--- src/sv/arvc_pkg.sv ---
package arvc_pkg;

	// Request kinds
	localparam logic [1:0] KIND_DEN   = 2'd0;
	localparam logic [1:0] KIND_NUM   = 2'd1;
	localparam logic [1:0] KIND_QUERY = 2'd2;
	localparam logic [1:0] KIND_NONE  = 2'd3;

	// Configuration register indexes
	localparam int CFG_IDX_W  = 2;
	localparam int CFG_DATA_W = 32;
	localparam logic [CFG_IDX_W-1:0] REG_BIN_WIDTH = 2'd0;
	localparam logic [CFG_IDX_W-1:0] REG_TARGET    = 2'd1;

	localparam logic [30:0] BIN_WIDTH_RST = 31'd8388608;
	localparam logic [23:0] TARGET_RST    = 24'd10000;
	localparam logic [31:0] CNT_MAX       = 32'hFFFF_FFFF;

	typedef struct packed {
		logic [1:0]         kind;
		logic signed [15:0] x_pos;
		logic signed [15:0] y_pos;
		logic signed [15:0] z_pos;
		logic [3:0]         voxel_x;
		logic [3:0]         voxel_y;
		logic [3:0]         voxel_z;
	} in_item_t;

	typedef struct packed {
		logic [31:0] num_count;
		logic [31:0] den_count;
		logic [7:0]  radius_bins;
		logic        clipped;
	} out_item_t;

	// Controller to datapath
	typedef struct packed {
		logic clear;
		logic load;
		logic square;
		logic sum;
		logic div_step;
		logic mem_rd;
		logic mem_wr;
		logic next_mirror;
		logic next_voxel;
		logic q_rd;
		logic q_acc;
		logic q_out;
	} arvc_cmd_t;

	// Datapath to controller
	typedef struct packed {
		logic clear_last;
		logic sq_last;
		logic in_range;
		logic mirror0;
		logic mirror_last;
		logic voxel_last;
		logic div_last;
		logic q_more;
		logic out_free;
	} arvc_stat_t;

endpackage

--- src/sv/arvc_ctrl.sv ---
module arvc_ctrl import arvc_pkg::*; (
	input  logic       clk,
	input  logic       arst_n,
	input  logic       in_valid,
	input  logic [1:0] in_kind,
	output logic       in_ready,
	input  arvc_stat_t stat,
	output arvc_cmd_t  cmd
);

	typedef enum logic [3:0] {
		S_CLEAR, S_IDLE, S_SQ, S_SUM, S_CHK, S_DIV, S_RD, S_WR, S_QRD, S_QACC, S_QDONE
	} state_t;

	state_t state_q, state_d;
	logic   accept;

	assign in_ready = (state_q == S_IDLE);
	assign accept   = in_valid && in_ready;

	// Next state and commands
	always_comb begin
		logic adv;
		logic voxel_done;
		state_d = state_q;
		cmd     = '0;
		adv     = 1'b0;
		voxel_done = 1'b0;
		unique case (state_q)
			S_CLEAR: begin
				cmd.clear = 1'b1;
				if (stat.clear_last) state_d = S_IDLE;
			end
			S_IDLE: begin
				if (accept) begin
					cmd.load = 1'b1;
					unique case (in_kind) inside
						KIND_DEN, KIND_NUM: state_d = S_SQ;
						KIND_QUERY:         state_d = S_QRD;
						default:            state_d = S_IDLE;
					endcase
				end
			end
			S_SQ: begin
				cmd.square = 1'b1;
				if (stat.sq_last) state_d = S_SUM;
			end
			S_SUM: begin
				cmd.sum = 1'b1;
				state_d = S_CHK;
			end
			S_CHK: begin
				if (stat.in_range) state_d = S_DIV;
				else begin
					adv        = 1'b1;
					voxel_done = stat.mirror0;
				end
			end
			S_DIV: begin
				cmd.div_step = 1'b1;
				if (stat.div_last) state_d = S_RD;
			end
			S_RD: begin
				cmd.mem_rd = 1'b1;
				state_d = S_WR;
			end
			S_WR: begin
				cmd.mem_wr = 1'b1;
				adv = 1'b1;
			end
			S_QRD: begin
				cmd.q_rd = 1'b1;
				state_d = S_QACC;
			end
			S_QACC: begin
				cmd.q_acc = 1'b1;
				state_d = stat.q_more ? S_QRD : S_QDONE;
			end
			S_QDONE: begin
				if (stat.out_free) begin
					cmd.q_out = 1'b1;
					state_d = S_IDLE;
				end
			end
			default: state_d = S_IDLE;
		endcase

		// Step to the next mirror or the next voxel, or back to idle after the last voxel
		if (adv) begin
			if (voxel_done || stat.mirror_last) begin
				if (stat.voxel_last) state_d = S_IDLE;
				else begin
					cmd.next_voxel = 1'b1;
					state_d = S_SQ;
				end
			end else begin
				cmd.next_mirror = 1'b1;
				state_d = S_SUM;
			end
		end
	end

	always_ff @(posedge clk or negedge arst_n) begin
		if (!arst_n) state_q <= S_CLEAR;
		else         state_q <= state_d;
	end

endmodule

--- config.mk ---
export PLATFORM = sky130hd
export DESIGN_NAME = arvc_ctrl
export DESIGN_NICKNAME = d
export VERILOG_FILES = /design/src/sv/arvc_pkg.sv /design/src/sv/arvc_ctrl.sv
export SDC_FILE = /design/constraint.sdc
export NUM_CORES = 1
export LEC_CHECK = 0
export BUFFER_PORTS_ARGS = -buffer_cell sky130_fd_sc_hd__buf_4
export CAP_MARGIN = 20
export CORE_AREA = 2 2 39 41
export CTS_BUF_LIST = sky130_fd_sc_hd__clkbuf_4 sky130_fd_sc_hd__clkbuf_8
export CTS_CLUSTER_SIZE = 20
export DETAILED_ROUTE_END_ITERATION = 8
export DIE_AREA = 0 0 41 43
export GPL_ROUTABILITY_DRIVEN = 0
export PLACE_DENSITY = 0.66
export SETUP_SLACK_MARGIN = 0.4
export SYNTH_ARGS = -nofsm -noshare
export SYNTH_HDL_FRONTEND = slang
export SYNTH_SLANG_ARGS = --single-unit
--- constraint.sdc ---
create_clock -name clk -period 2.1 [get_ports clk]
set_input_delay 0.105 -clock clk [delete_from_list [all_inputs] [get_ports clk]]
set_output_delay 0.105 -clock clk [all_outputs]
set_load 0.01 [all_outputs]
==> results.cfg, run 1 <==
[outcome]
outcome = finished, final reports clean

[synth]
syn-num-nets = 78
synth_top_flop_cell = dfrtp_1
ys_seq_area_share_pct = 21.5
synth_top_area_share_pct = 21.5
yosys_warnings = 0
synthTopCellsByCount = 12 x nor2_1, 6 x nor3_1, 5 x nand2_1, 4 x dfrtp_1, 3 x nand2b_1
synth_edf_count = 0
synth_cell_types = 32
synthTopCellsByArea = dfrtp_1 22%, nor2_1 9.7%, nor3_1 6.5%
syn-cell-area_um2 = 465
synthMostInstantiatedCell = nor2_1
synth_seq_cells = 4
synthCells = 64
ys_async_sr_fraction_pct = 100
synth.avg_cell_area_um2 = 7.27
synth_top_area_cell = dfrtp_1

[timing]
final_hold_viol_count = 0
rsz0062_at_grt = true
fin_crit_ns = 1.65
tns_ns = 0
setup_viol = 0
maxSlewHeadroom_pct = 75.9
worst_pin_slew_ns = 0.353
finalCritPeriodShare_pct = 78.7
fmax_mhz = 605
drv_slew = 0
finClkSkew_ns = 0.00232

[placed_design]
portBuffers = 26
placed_area_um2 = 651
dp_cells = 101
hpwl_um = 955

[floorplan]
core_area_um2 = 1380
dieHeight_um = 43
die-area_um2 = 1760
rows = 14
die_w_um = 41
start_util_pct = 33.6
ios = 27

[route]
wl_met1_um = 578
routed.top_layer = met4
wl_met2_um = 650
route.detailed.drc = 0
met3_length_um = 64
wl_mm = 1.31
vias_per_cell = 5.15
drtAntennaViolNets = 0
dr.pass1.iters = 2
drt-initial-drc-count = 3
vias = 556
wire_per_inst_um = 12.1

[global_routing]
grt_first_pass_wirelength_mm = 2.03
grt_pass1_vias = 535
antenna_found_initial = 0
grt_max_degree = 13
grt_util_all_layers_pct = 16.8
grt_overflow_total = 0

[cts]
cts_tree = yes
worstSkewPairLatency_ns = 0.23
cts.path.max_buffers = 2
numCtsBuffers = 3
htree_levels = 1
clk_pin_slew_ns = 0.03
clkSinkCount = 4
root_buffer = clkbuf_4

[setup_path]
start_kind = flop
worstPathMaxFanout = 12
cp.required_ns = 2.00
path_class = reg -> out
crit_arrival_ns = 1.55
critPathCaptureType = output port

[final_layout]
filler_cell_count = 138
regMostFlops = state_q
final_cell_area_um2 = 723
top_regs = state_q x4
drive_gt1_share_pct = 43.5
fin_util_pct = 52.3
nets = 108
instances_no_fill = 108
area_growth_syn_to_layout_pct = 55.4
largest_reg_flops = 4
num_antenna_cells = 0

[power_and_ir_drop]
power_leakage_uw = 0.000350
ir_drop_v = 0.000609
power_uw = 915
power.density_nw_per_um2 = 1270

[worst_hold_path]
min_path_type = in -> reg

[run]
cap_violations = 0
[layout make-up]
type,count,area (um2),area share [%]
Multi-Input combinational cell,54,347,47.9
Timing Repair Buffer,30,228,31.5
Sequential cell,4,103,14.2
Clock buffer,3,22.5,3.11
Tap cell,16,20.0,2.77
Inverter,1,3.75,0.519
[path summary, 6_finish.rpt]
check	from	endpoint	slack (ns)	depth (start not counted)
setup reg to reg	state_q[2]	state_q[1]	0.47	4
min in group asynchronous	arst_n	state_q[2]	0.20	2
setup / recovery	state_q[0]	cmd[3]	0.45	4
hold / removal	stat[0]	state_q[3]	0.11	2
hold reg to reg	state_q[1]	state_q[1]	0.68	3
max in group asynchronous	arst_n	state_q[0]	1.79	2
[kinds of logic (layout without fill, tap and decap cells)]
kind of cell | count (synthesis) | in the layout | share of synthesized area [%]
buffers and inverters | 6 | 34 | 7.26
and+or+nand+nor | 39 | 39 | 46.5
AOI/OAI and AO/OA | 14 | 14 | 21.5
DFF | 4 | 4 | 21.5
muxes | 1 | 1 | 3.22
[repair_timing]
action / in CTS / in global routing
setup endpoints to repair: 1 / 3
hold buffers: 1 / 0
resized for setup: 3 / 2
hold endpoints to repair: 4 / 0
buffers inserted: 3 / 0
[stage by stage]
stage | setup slack (ns) | hold WS [ns]
2_1_floorplan | 0.612 | -0.191
3_3_place_gp | 0.480 | -0.0995
3_5_place_dp | 0.445 | -0.0986
4_1_cts | 0.433 | 0.102
5_1_grt | 0.355 | 0.118
6_report | 0.448 | 0.112
[cells in the final DEF, fill, tap and decap left out, drive strengths merged, types with 2 or more instances in the layout]
| master | n |
|---|---|
| buf | 29 |
| nor2 | 12 |
| nor3 | 6 |
| nand2 | 5 |
| dfrtp | 4 |
| nand2b | 3 |
| clkbuf | 3 |
| o21ai | 3 |
| and2 | 2 |
| a21o | 2 |
| or3 | 2 |
| o22a | 2 |
| a31oi | 2 |
[critical path, stage by stage (launching register included)]
cell and delay [ns]:
dfrtp_2 0.48, nor4b_2 0.28, a21o_1 0.18, nor3b_4 0.22, buf_4 0.15
[routing by layer]
layer	up-vias	global-route usage [%]
li1	284	-
met2	18	27.2
met4	0	8.00
met5	-	0
met3	2	3.14
met1	252	20.1
[power breakdown]
group	internal, uW	leakage [uW]	switching (uW)
combinational	324	0.000288	294
clock	63.8	0.0000138	29.8
sequential	118	0.0000474	86.2
No activity file was read; power rests on OpenSTA's default activity.
==> run 2, diff against run 1 <==
Settings changed: ABC_AREA from default to 1, PLACE_DENSITY 0.66 to 0.73.
Clock period 2.1 ns to 1.5 ns, I/O delays scaled along.
==> results.cfg, run 2 <==
[outcome]
outcome = finished, final reports clean

[final_layout]
largest_reg_flops = 4
drive_gt1_share_pct = 66.2
final_cell_area_um2 = 1010
area_growth_syn_to_layout_pct = 95.0
num_antenna_cells = 0
regMostFlops = state_q
top_regs = state_q x4
nets = 151
layout_common_cells = 33 x buf_4, 16 x nand2_1, 11 x nand2_2, 11 x inv_1, 10 x inv_2
layout_commonest_cell = buf_4

[setup_path]
crit_arrival_ns = 1.36
crit_slowest_cell = dfrtp_2
path_buf_inv = 2
cp.required_ns = 1.42
start_kind = flop
worstPathMaxFanout = 4
critPathMaxStageDelay_ns = 0.43
critPathCaptureType = output port
path_cells = nor2_4, nand2_2, a21oi_4, nand3b_4, inv_2, buf_6
path_class = reg -> out
cp_top_family = flip-flops

[timing]
fin_crit_ns = 1.44
setup_viol = 0
finClkSkew_ns = 0.00619
setup_ws_ns = 0.0632
holdWs_ns = 0.127
final_hold_viol_count = 0
finalCritPeriodShare_pct = 95.8
worst_pin_slew_ns = 0.226
fmax_mhz = 696
maxSlewHeadroom_pct = 84.9
rsz0062_at_grt = true
drv_slew = 0

[synth]
synth_seq_cells = 4
synthTopCellsByArea = dfrtp_1 19%, nand2_1 17%, inv_1 12%
synthTopCellsByCount = 23 x nand2_1, 16 x inv_1, 12 x nor2_1, 8 x nand3_1, 7 x nand2_2
synth_edf_count = 0
yosys_warnings = 0
synth_top_flop_cell = dfrtp_1
synth_top_area_share_pct = 19.2
ys_seq_area_share_pct = 19.2
synth_top_area_cell = dfrtp_1
ys_async_sr_fraction_pct = 100
synthMostInstantiatedCell = nand2_1
synthCells = 92
syn-cell-area_um2 = 520
synth_cell_types = 17
synth.avg_cell_area_um2 = 5.66
syn-num-nets = 106

[route]
drtAntennaViolNets = 0
dr.pass1.iters = 4
vias_per_cell = 4.71
vias = 716
wire_per_inst_um = 11.7
route.detailed.drc = 0
drt-initial-drc-count = 11
wl_mm = 1.78

[placed_design]
placed_area_um2 = 757
pre_cts_ws_ns = 0.145
hpwl_mm = 1.24
portBuffers = 26

[floorplan]
die-area_um2 = 1760
ios = 27
dieHeight_um = 43
die_w_um = 41
start_util_pct = 37.6
rows = 14
core_area_um2 = 1380

[power_and_ir_drop]
ir_drop_v = 0.000897
power.density_nw_per_um2 = 1940
power_leakage_uw = 0.000594

[global_routing]
grt_max_degree = 7
grt_first_pass_wirelength_mm = 2.84
grt_overflow_total = 0
grt_pass1_vias = 697
grt_util_all_layers_pct = 23.4
antenna_found_initial = 0

[cts]
clkSinkCount = 4
htree_levels = 1
clk_pin_slew_ns = 0.04
cts.path.max_buffers = 2
numCtsBuffers = 3
cts_tree = yes
root_buffer = clkbuf_4
worstSkewPairLatency_ns = 0.24

[worst_hold_path]
min_path_type = in -> reg

[run]
cap_violations = 0
run 2: cell count changes after synthesis, sizes merged, moves of 3 or more:
cell / previous run / this run
nand3: 1 / 9
nor3: 6 / 0
nand2b: 3 / 0
nor2: 12 / 18
buf: 3 / 0
inv: 1 / 22
nand3b: 0 / 3
nand2: 5 / 30
run 2: layer usage:
layer  vias up  wire length [um]  share of wire [%]  track usage, %
li1        361                 -                  -               -
met1       328               696                 39            26.4
met2        24               991                 56            42.5
met3         3                69                3.9            1.57
met4         0                23                1.3            8.00
met5         -                 0                  0               0
run 2: path summary, 6_finish.rpt:
check | start | end | slack, ns | cells after the start
worst max-delay path | state_q[0] | cmd[3] | 0.06 | 6
worst min-delay path | in_kind[0] | state_q[3] | 0.13 | 4
worst max register to register | state_q[2] | state_q[0] | 0.08 | 9
worst min register to register | state_q[2] | state_q[2] | 0.76 | 4
max in group asynchronous | arst_n | state_q[3] | 1.22 | 2
min in group asynchronous | arst_n | state_q[2] | 0.17 | 2
run 2: where the power goes:
part           switching, uW  total (uW)  internal (uW)
Sequential              94.9         265            170
Combinational            850        1530            682
Clock                   51.0         169            118
Total                    996        1970            970
run 2: what timing repair did:
action,4_1_cts,5_1_grt
endpoints found under the setup margin,17,17
setup buffers,9,3
hold buffers,1,0
endpoints found under the hold margin,4,0
resized for setup,16,24
pin swaps,7,6
run 2: per-stage QoR:
stage | util (%) | instances | total power [uW] | setup TNS [ns]
CTS | 65.3 | 149 | 1690 | 0
global route | 73.3 | 152 | 2120 | -0.00715
finish | 73.3 | 152 | 1970 | 0
floorplan | - | 92 | 952 | 0
global placement | 54.7 | 135 | 1270 | 0
detailed placement | 54.7 | 135 | 1280 | 0
run 2: cells by family (layout without fill, tap and decap cells):
family | Yosys count | in the layout | synth area share [%]
AOI/OAI and AO/OA | 3 | 3 | 3.60
buffers and inverters | 23 | 67 | 16.6
DFF | 4 | 4 | 19.2
and+or+nand+nor | 62 | 62 | 60.6
run 2: layout make-up:
cell class	count	area [um2]
Sequential cell	4	105
Clock buffer	4	30.0
Fill cell	120	369
Multi-Input combinational cell	65	444
Inverter	23	90.1
Timing Repair Buffer	40	325
Tap cell	16	20.0
run 2: worst min-delay path, stage by stage:
cell and delay [ns]:
buf_4 0.08, o21ai_1 0.06, nand2_1 0.06, nand2_1 0.04
